<file path="src/hdl/pbd_pkg.sv">
// shared types and constants for the pci bar decoder
package pbd_pkg;

   localparam int unsigned NUM_SLOTS = 6;

   localparam logic [31:0] IO_BIT         = 32'h0000_0001;
   localparam logic [31:0] MEM_TYPE_FIELD = 32'h0000_0006;
   localparam logic [31:0] MEM_TYPE_64    = 32'h0000_0004;
   localparam logic [31:0] PREFETCH_BIT   = 32'h0000_0008;
   localparam logic [31:0] IO_ADDR_BITS   = 32'hFFFF_FFFC;
   localparam logic [31:0] MEM_ADDR_BITS  = 32'hFFFF_FFF0;
   localparam logic [31:0] IO_UPPER_HALF  = 32'hFFFF_0000;

   localparam logic [63:0] IO_MIN_SIZE  = 64'd4;
   localparam logic [63:0] MEM_MIN_SIZE = 64'd16;

   localparam logic [2:0] ST_OK            = 3'd0;
   localparam logic [2:0] ST_BAD_INDEX     = 3'd1;
   localparam logic [2:0] ST_UNSUPPORTED   = 3'd2;
   localparam logic [2:0] ST_UNIMPLEMENTED = 3'd3;
   localparam logic [2:0] ST_BAD_SIZE      = 3'd4;
   localparam logic [2:0] ST_UNASSIGNED    = 3'd5;
   localparam logic [2:0] ST_MISALIGNED    = 3'd6;

   localparam logic [1:0] KIND_IO    = 2'd0;
   localparam logic [1:0] KIND_MEM32 = 2'd1;
   localparam logic [1:0] KIND_MEM64 = 2'd2;

   typedef struct packed {
      logic [2:0]  bar_index;
      logic [31:0] orig_low;
      logic [31:0] orig_high;
      logic [31:0] probed_low;
      logic [31:0] probed_high;
   } req_type;

   typedef struct packed {
      logic [2:0]  status;
      logic [1:0]  region_kind;
      logic        prefetch;
      logic [1:0]  slots_used;
      logic [63:0] base_address;
      logic [63:0] region_size;
   } rsp_type;

   // after classification
   typedef struct packed {
      logic        valid;
      logic [2:0]  status;
      logic [1:0]  kind;
      logic        prefetch;
      logic [1:0]  slots;
      logic [63:0] mask;
      logic [63:0] base;
   } stage1_type;

   // after size formation
   typedef struct packed {
      logic        valid;
      logic [2:0]  status;
      logic [1:0]  kind;
      logic        prefetch;
      logic [1:0]  slots;
      logic [63:0] size;
      logic [63:0] base;
   } stage2_type;

endpackage

</file>
<file path="src/hdl/pci_bar_decode_top.sv">
// top level of the pci base address register decoder
// an accepted item passes the classify, size and result registers before its result strobes
// throughput: one item per cycle, busy never rises
// stages: classify, size negate (64-bit add), checks into the result register
// reset: synchronous, clears the stage valid bits, so no strobe follows reset
// the receiver cannot stall, so the pipeline never holds
module pci_bar_decode_top (
   input  logic             clock,
   input  logic             reset,
   input  logic             start,
   output logic             busy,
   input  pbd_pkg::req_type req_item,
   output logic             rsp_valid,
   output pbd_pkg::rsp_type rsp_item
);

   pbd_pkg::stage1_type s1;
   pbd_pkg::stage2_type s2;
   logic                accept;

   // every cycle takes a new item
   assign busy   = 1'b0;
   assign accept = start & ~busy;

   // type bits, mask and base, early index and type errors
   pbd_classify u_classify (
      .clock     (clock),
      .reset     (reset),
      .in_valid  (accept),
      .in_item   (req_item),
      .out_stage (s1)
   );

   // size formed as two's complement of the mask, zero mask flagged
   pbd_size u_size (
      .clock     (clock),
      .reset     (reset),
      .in_stage  (s1),
      .out_stage (s2)
   );

   // remaining checks in priority order, fields zeroed on error
   pbd_check u_check (
      .clock     (clock),
      .reset     (reset),
      .in_stage  (s2),
      .out_valid (rsp_valid),
      .out_item  (rsp_item)
   );

endmodule

</file>
<file path="src/hdl/pbd_classify.sv">
// stage one: slot type classification, mask and base extraction
module pbd_classify (
   input  logic             clock,
   input  logic             reset,
   input  logic             in_valid,
   input  pbd_pkg::req_type in_item,
   output pbd_pkg::stage1_type out_stage
);

   pbd_pkg::stage1_type stage_ff;
   pbd_pkg::stage1_type stage_in;
   logic [31:0]         io_mask;
   logic [31:0]         mem_type;

   always_comb begin
      stage_in          = '0;
      stage_in.valid    = in_valid;
      stage_in.status   = pbd_pkg::ST_OK;
      stage_in.slots    = 2'd1;
      io_mask           = in_item.probed_low & pbd_pkg::IO_ADDR_BITS;
      mem_type          = in_item.orig_low & pbd_pkg::MEM_TYPE_FIELD;
      // 16-bit io decoder: upper half forced on
      if ((io_mask & pbd_pkg::IO_UPPER_HALF) == 32'd0) begin
         io_mask = io_mask | pbd_pkg::IO_UPPER_HALF;
      end
      if (32'(in_item.bar_index) >= pbd_pkg::NUM_SLOTS) begin
         stage_in.status = pbd_pkg::ST_BAD_INDEX;
      end else if ((in_item.orig_low & pbd_pkg::IO_BIT) != 32'd0) begin
         stage_in.kind = pbd_pkg::KIND_IO;
         stage_in.mask = {32'd0, io_mask};
         stage_in.base = {32'd0, in_item.orig_low & pbd_pkg::IO_ADDR_BITS};
      end else begin
         stage_in.prefetch = (in_item.orig_low & pbd_pkg::PREFETCH_BIT) != 32'd0;
         if (mem_type == 32'd0) begin
            stage_in.kind = pbd_pkg::KIND_MEM32;
            stage_in.mask = {32'd0, in_item.probed_low & pbd_pkg::MEM_ADDR_BITS};
            stage_in.base = {32'd0, in_item.orig_low & pbd_pkg::MEM_ADDR_BITS};
         end else if (mem_type == pbd_pkg::MEM_TYPE_64 &&
                      32'(in_item.bar_index) + 32'd1 < pbd_pkg::NUM_SLOTS) begin
            stage_in.kind  = pbd_pkg::KIND_MEM64;
            stage_in.slots = 2'd2;
            stage_in.mask  = {in_item.probed_high,
                              in_item.probed_low & pbd_pkg::MEM_ADDR_BITS};
            stage_in.base  = {in_item.orig_high,
                              in_item.orig_low & pbd_pkg::MEM_ADDR_BITS};
         end else begin
            stage_in.status = pbd_pkg::ST_UNSUPPORTED;
         end
      end
   end

   always_ff @(posedge clock) begin
      if (reset) begin
         stage_ff <= '0;
      end else begin
         stage_ff <= stage_in;
      end
   end

   assign out_stage = stage_ff;

endmodule

</file>
<file path="src/hdl/pbd_size.sv">
// stage two: region size as two's complement of the mask
module pbd_size (
   input  logic                clock,
   input  logic                reset,
   input  pbd_pkg::stage1_type in_stage,
   output pbd_pkg::stage2_type out_stage
);

   pbd_pkg::stage2_type stage_ff;
   pbd_pkg::stage2_type stage_in;
   logic [63:0]         neg64;
   logic [31:0]         neg32;

   always_comb begin
      neg64             = (~in_stage.mask) + 64'd1;
      neg32             = (~in_stage.mask[31:0]) + 32'd1;
      stage_in.valid    = in_stage.valid;
      stage_in.status   = in_stage.status;
      stage_in.kind     = in_stage.kind;
      stage_in.prefetch = in_stage.prefetch;
      stage_in.slots    = in_stage.slots;
      stage_in.base     = in_stage.base;
      stage_in.size     = (in_stage.kind == pbd_pkg::KIND_MEM64) ? neg64 : {32'd0, neg32};
      if (in_stage.status == pbd_pkg::ST_OK && in_stage.mask == 64'd0) begin
         stage_in.status = pbd_pkg::ST_UNIMPLEMENTED;
      end
   end

   always_ff @(posedge clock) begin
      if (reset) begin
         stage_ff <= '0;
      end else begin
         stage_ff <= stage_in;
      end
   end

   assign out_stage = stage_ff;

endmodule

</file>
<file path="src/hdl/pbd_check.sv">
// stage three: size, assignment and alignment checks, result register
module pbd_check (
   input  logic                clock,
   input  logic                reset,
   input  pbd_pkg::stage2_type in_stage,
   output logic                out_valid,
   output pbd_pkg::rsp_type    out_item
);

   logic             valid_ff;
   pbd_pkg::rsp_type item_ff;
   pbd_pkg::rsp_type item_in;
   logic [63:0]      size_m1;
   logic [2:0]       status;
   logic             single_bit;
   logic             too_small;

   always_comb begin
      size_m1    = in_stage.size - 64'd1;
      single_bit = (in_stage.size != 64'd0) && ((in_stage.size & size_m1) == 64'd0);
      too_small  = (in_stage.kind == pbd_pkg::KIND_IO) ?
                   (in_stage.size < pbd_pkg::IO_MIN_SIZE) :
                   (in_stage.size < pbd_pkg::MEM_MIN_SIZE);
      status     = in_stage.status;
      if (status == pbd_pkg::ST_OK) begin
         if (!single_bit || too_small) begin
            status = pbd_pkg::ST_BAD_SIZE;
         end else if (in_stage.base == 64'd0) begin
            status = pbd_pkg::ST_UNASSIGNED;
         end else if ((in_stage.base & size_m1) != 64'd0) begin
            status = pbd_pkg::ST_MISALIGNED;
         end
      end
      item_in        = '0;
      item_in.status = status;
      if (status == pbd_pkg::ST_OK) begin
         item_in.region_kind  = in_stage.kind;
         item_in.prefetch     = in_stage.prefetch;
         item_in.slots_used   = in_stage.slots;
         item_in.base_address = in_stage.base;
         item_in.region_size  = in_stage.size;
      end
   end

   always_ff @(posedge clock) begin
      if (reset) begin
         valid_ff <= 1'b0;
      end else begin
         valid_ff <= in_stage.valid;
      end
      item_ff <= item_in;
   end

   assign out_valid = valid_ff;
   assign out_item  = item_ff;

endmodule

</file>
<file path="config.mk">
export PLATFORM = sky130hd
export DESIGN_NAME = pci_bar_decode_top
export DESIGN_NICKNAME = d
export VERILOG_FILES = /design/src/hdl/pbd_pkg.sv /design/src/hdl/pci_bar_decode_top.sv /design/src/hdl/pbd_classify.sv /design/src/hdl/pbd_size.sv /design/src/hdl/pbd_check.sv
export SDC_FILE = /design/constraint.sdc
export NUM_CORES = 1
export LEC_CHECK = 0
export BUFFER_PORTS_ARGS = -buffer_cell sky130_fd_sc_hd__buf_2
export CAP_MARGIN = 0
export CORE_ASPECT_RATIO = 0.9
export CORE_MARGIN = 3
export CORE_UTILIZATION = 37
export DETAILED_ROUTE_END_ITERATION = 8
export PLACE_DENSITY = 0.56
export SETUP_SLACK_MARGIN = 0.02
export SLEW_MARGIN = 25
export SYNTH_ARGS = -nofsm -noshare
export SYNTH_HDL_FRONTEND = slang
export SYNTH_SLANG_ARGS = --single-unit
</file>
<file path="constraint.sdc">
create_clock -name clock -period 7.1 [get_ports clock]
set_clock_uncertainty 0.2 [all_clocks]
set_input_delay 0 -clock clock [delete_from_list [all_inputs] [get_ports clock]]
set_output_delay 0 -clock clock [all_outputs]
set_load 0.1 [all_outputs]
</file>
Word-level counts from Yosys, hierarchy flattened

Cells that the tools add are included.

Register bits: 410
Word-level logic and storage cells: 87

Mux-type cells: 20
Add/subtract/negate cells: 4
Equality and inequality tests: 2
Bitwise operators: 6
Reductions and logical operators: 22
Order comparisons: 4

Operator list:

| operator                                             | count |
|---|---|
| two-way mux 128 bit                                  | 2 |
| logical NOT 64 bit                                   | 3 |
| two-way mux 130 bit                                  | 1 |
| two-way mux 129 bit                                  | 1 |
| bitwise AND 64 bit                                   | 2 |
| nonzero test 64 bit                                  | 2 |
| adder 64 x 1 -> 64 bit (second input constant)       | 1 |
| logical NOT 32 bit                                   | 2 |
| < comparator 64 x 3 -> 1 bit (second input constant) | 1 |
| < comparator 64 x 5 -> 1 bit (second input constant) | 1 |
| two-way mux 32 bit                                   | 2 |
| inverter 64 bit                                      | 1 |
| subtractor 64 x 1 -> 64 bit (second input constant)  | 1 |
| adder 32 x 1 -> 32 bit (second input constant)       | 1 |
| < comparator 32 x 3 -> 1 bit (second input constant) | 1 |
| inverter 32 bit                                      | 1 |
| two-way mux 3 bit                                    | 4 |
| logical NOT 3 bit                                    | 3 |
| two-way mux 2 bit                                    | 4 |
| two-way mux 1 bit                                    | 6 |
| OR reduction 2 bit                                   | 3 |
| OR reduction 5 bit                                   | 1 |
| adder 3 x 1 -> 4 bit (second input constant)         | 1 |
| equality test 2 bit (second input constant)          | 2 |
| other kinds (8)                                      | 11 |

Depth between registers and ports, before layout

Depth in word-level cells: 9
Gate-level depth with buffers: 15
Mapped depth without buffers: 13

Hierarchy

From an unflattened synthesis, not the netlist that was laid out.

Cell total of the unflattened synthesis: 1456
Area, all modules: 15363.5 µm²

By module, submodules not included:

| module             | sequential area each (µm²) | instances | cells an instance | area each (µm²) |
|---|---|---|---|---|
| pbd_check          | 2742.6                     | 1         | 641               | 6632.6 |
| pbd_size           | 2742.6                     | 1         | 510               | 5006.1 |
| pbd_classify       | 2622.5                     | 1         | 303               | 3713.6 |
| pci_bar_decode_top | 0.0                        | 1         | 2                 | 11.3 |

Least setup slack after synthesis

Ideal clock, no wire load.

Path kind: register to register
Start: reg u_size.stage_ff, in the netlist u_size.out_stage[69]
End: reg u_check.item_ff, in the netlist u_check.out_item[118]
Data arrival time: 3.487 ns
Data required time: 6.808 ns
Stages on the path, launching flop included: 14
Path slack: 3.321 ns
Buffers on the path: 2
Library setup time: 0.092 ns
Path through: dfxtp_1 > nor4_2 > nand4_1 > nand3b_1 > nor2_1 > nand4_1 > ha_1 > nor4_1 > nand4_1 > nor4_1 > nand2b_1 > clkbuf_1 > clkbuf_1 > nor4_1

Word-level cells in the longest chain between the ends: 9

Ends and longest elaborated chain:

| what                        | line            | RTL |
|---|---|---|
| start, declared             | pbd_size.sv:9   | `pbd_pkg::stage2_type stage_ff;` |
| start signal, assigned      | pbd_size.sv:33  | `stage_ff <= stage_in;` |
| subtractor 64 x 1 -> 64 bit | pbd_check.sv:19 | `size_m1 = in_stage.size - 64'd1;` |
| bitwise AND 64 bit          | pbd_check.sv:20 | `single_bit = (in_stage.size != 64'd0) && ((in_stage.size & size_m1) == 64'd0);` |
| logical NOT 64 bit          | pbd_check.sv:20 |  |
| logical AND 1 bit           | pbd_check.sv:20 |  |
| logical NOT 1 bit           | pbd_check.sv:26 | `if (!single_bit \|\| too_small) begin` |
| logical OR 1 bit            | pbd_check.sv:26 |  |
| two-way mux 3 bit (*)       | pbd_check.sv:26 |  |
| two-way mux 3 bit (*)       | pbd_check.sv:25 | `if (status == pbd_pkg::ST_OK) begin` |
| logical NOT 3 bit (*)       | pbd_check.sv:36 | `if (status == pbd_pkg::ST_OK) begin` |
| end signal, assigned        | pbd_check.sv:51 | `item_ff <= item_in;` |
| end, declared               | pbd_check.sv:11 | `pbd_pkg::rsp_type item_ff;` |

Every way passes the cells marked *; elsewhere a longest branch is shown, timed or not.
A chain may end at the register's enable or synchronous reset.

Worst setup path after layout

Start: reg u_size.stage_ff, in the netlist u_size.out_stage[66]
End: reg u_check.item_ff, in the netlist u_check.out_item[55]

Same word-level chain as after synthesis.

==> results_dict.tcl <==
set metrics [dict create \
    status "finished, final reports clean" \
    drv_cap 0 \
    netlist_instances 1568 \
    wl_um 52250 \
    r2r_slack_ps 1500 \
    dr.pass1.iters 5 \
    synth_edf_count 0 \
    drv_slew 0 \
    ys_async_sr_fraction 0 \
    hpwlAfterDp_um 37220 \
    worstRegToRegCells 15 \
    design.core.area_um2 39710 \
    ys_top_cells_by_area "dfxtp_1, nor4_1, ha_1" \
    path_class "reg2reg" \
    die_h_um 196.9 \
    required_ps 7340 \
    fin_area_um2 21320 \
    start_kind "flop" \
    p_per_area_nw_per_um2 235.5 \
    fin_cells 2665 \
    grt_pass1_vias 13030 \
    cts_tree "yes" \
    ys_types 60 \
    cts_root_buf "clkbuf_16" \
    clock_latency_ps 560 \
    grt_usage 0.2384 \
    relSlewSlack 0.3149 \
    cp_data_arrival_time_ps 5840 \
    ant_nets 0 \
    avgSynthCellArea_um2 9.556 \
    vias 13420 \
    tightest_slew_ps 1026 \
    layout_min_cycle_time_ps 5597 \
    hold_path_depth 3 \
    nNetsFinal 2301 \
    hp-class "in2reg" \
    start_util 0.3773 \
    io_buffers 264 \
    cp_max_fo 75 \
    wl_per_cell_um 19.61 \
    synth_mux_area_frac 0.001336 \
    ir_worst_vdd_mv 0.1787 \
    antenna_found_initial 3 \
    fmax_ghz 0.1787 \
    synthAdderAreaFrac 0.05428 \
    std_cell_rows 69 \
    crit_start "u_size.out_stage[66]" \
    die_area_um2 42950 \
    synthFlopType "dfxtp_1" \
    area_growth_pct 42.28 \
    fp.dieW_um 218.1 \
    globalplace.congestion 0.9125 \
    layout-drive-gt1-share 0.1782 \
    clk_path_buf_depth 3 \
    h-tree-depth 2 \
    seq_area_frac_synth 0.5264 \
    whs_ps 77.48 \
    total_power_w 0.005020 \
    gr-total-overflow 0 \
    place_area_um2 16740 \
    grt_max_degree 121 \
    synth_top_family_by_area "simple AND/OR/NAND/NOR gates" \
    synth_top_area_share 0.5264 \
    grt_pass1_wl_um 78230 \
    fin_tns_setup_ps 0 \
    yosysTopAreaCell "dfxtp_1" \
    r2r_start "u_size.out_stage[66]" \
    n_antenna_cell 0 \
    setup_viol 0 \
    finalHoldViolations 0 \
    clk_pin_slew_ps 60 \
    drtIter0Drc 1016 \
    p_leak_nw 9.454 \
    cts-buffers-inserted 41 \
    cts.sinks 394 \
    drc 0 \
    ys_ff_latch 394 \
    rr_endpoint "u_check.out_item[55]" \
    yosys.area_share.simple 0.3157 \
    viasPerCell 5.036 \
    fin_crit_sh 0.7884 \
    synth_xor_area_frac 0.01637 \
    synth_compound_area_frac 0.04467 \
    placedCellCount 2269 \
    netlist_area_um2 14980 \
    ioPinCount 272 \
    post_cts_resized 0 \
    rsz0062_at_grt "false" \
    hold_path_end "u_classify.out_stage[58]" \
    cp-end-kind "flop" \
    worstHoldStart "req_item[90]" \
    ys.warnings.count 0 \
]
-- synth_stat cells (2+ instances only) --
master     number
buf_2          17
a311o_1         2
dfxtp_1       394
nor4_1        200
o2111ai_1      14
nor4_4          2
nand4b_1        4
nand3_1        16
a21oi_1        12
buf_4           7
or4_4           2
nor3b_1         2
or3b_2          3
o31a_1          5
o41ai_1         5
or2_2           5
o31ai_1         6
a21boi_0        2
nor4_2          5
or3_1          19
xnor2_1         6
nor4b_2         2
nor3_1         38
or4_1          12
clkbuf_1       86
nor4b_1         3
nor2b_1        76
nand2_1       172
mux2i_1         2
inv_1          40
and3_1         76
a31oi_1         2
a31o_2          5
a21o_1         21
nand4_1        21
nor2_1         74
xor2_1         22
a211oi_1        3
and2_1         42
nand2b_1       54
ha_1           65
nand3b_1        6
-- metrics by stage --
stage	setup slack [ps]	utilization
after detailed placement	1603	0.4215
after CTS	1630	0.5366
after global routing	1196	0.5368
final	1503	0.5368
after global placement	1788	0.4198
after floorplan	3321	-
-- cells in the final DEF (no fill, tap or decap), types with 6 or more instances in the layout --
cell / Yosys / routed
buf_2: 17 / 263
and2_1: 42 / 42
clkbuf_8: 0 / 8
nor4_1: 200 / 199
dfxtp_1: 394 / 394
nor2_1: 74 / 73
clkbuf_16: 0 / 43
nand4_1: 21 / 21
nor2b_1: 76 / 75
o2111ai_1: 14 / 14
nand2b_1: 54 / 52
clkinv_2: 0 / 12
inv_1: 40 / 40
xnor2_1: 6 / 6
o31ai_1: 6 / 6
nand3b_1: 6 / 6
a21o_1: 21 / 21
or3_1: 19 / 19
buf_4: 7 / 9
xor2_1: 22 / 22
and3_1: 76 / 76
ha_1: 65 / 65
or4_1: 12 / 12
nor3_1: 38 / 38
dlygate4sd3_1: 0 / 322
nand3_1: 16 / 16
nand2_1: 172 / 172
a21oi_1: 12 / 11
-- where the power goes --
part	leakage (nW)	internal, W	total [W]	switching (W)
combinational	5.58	0.000251	0.000569	0.000318
sequential	3.20	0.00226	0.00233	0.0000666
clock	0.680	0.00123	0.00212	0.000889
-- sequential cells by signal, indices dropped and copies added (netlist names) --
| register | count |
|---|---|
| u_check.out_item | 131 |
| u_classify.out_stage | 131 |
| u_size.out_stage | 131 |
| u_check.out_valid | 1 |
-- timing repair --
item                       4_1_cts  5_1_grt
buffers inserted                 0        0
setup endpoints to repair        0        0
hold buffers                   322        0
hold endpoints to repair       171        0
-- layout make-up --
class / instances / area [um2]
Clock inverter: 20 / 152.6
Inverter: 40 / 150.1
Timing Repair Buffer: 598 / 4702
Clock buffer: 54 / 1197
Multi-Input combinational cell: 1027 / 6564
Sequential cell: 394 / 7888
Fill cell: 3547 / 18390
Tap cell: 532 / 665.6
-- worst max-delay path by stage --
stage / end / slack (ps)
floorplan: u_check.out_item[118] / 3320
global placement: u_check.out_item[135] / 1790
detailed placement: u_check.out_item[67] / 1600
CTS: u_check.out_item[67] / 1630
global route: u_check.out_item[67] / 1200
finish: u_check.out_item[55] / 1500
-- per-layer routing --
layer / vias to the layer above / routed length (um) / track usage
met1: 6288 / 25210 / 0.3519
li1: 6613 / - / -
met2: 450 / 22420 / 0.3600
met4: 0 / 1272 / 0.06498
met3: 70 / 3348 / 0.04039
met5: - / 0 / 0
-- worst max-delay path, stage by stage, from the launching register on --
cell and delay, ps:
dfxtp_1 360, inv_1 110, ha_1 220, nor2b_1 370
nand4_1 350, nand3b_1 430, nor2_1 240, buf_4 210
nand2_1 70, ha_1 220, nor4_1 370, nand4_1 220
nor4_1 840, nand2b_4 520, buf_12 360, nor4_1 330
-- kinds of logic (layout without fill, tap and decap cells) --
family,count (synthesis),in the layout
AND/OR/NAND/NOR,840,840
flip-flops,394,394
buffers and inverters,151,712
AO/OA/AOI/OAI,87,87
adder cells (fa/ha/maj),65,65
XOR/XNOR,28,28
multiplexers,2,2
other,1,5
(Power assumes the default switching activity.)
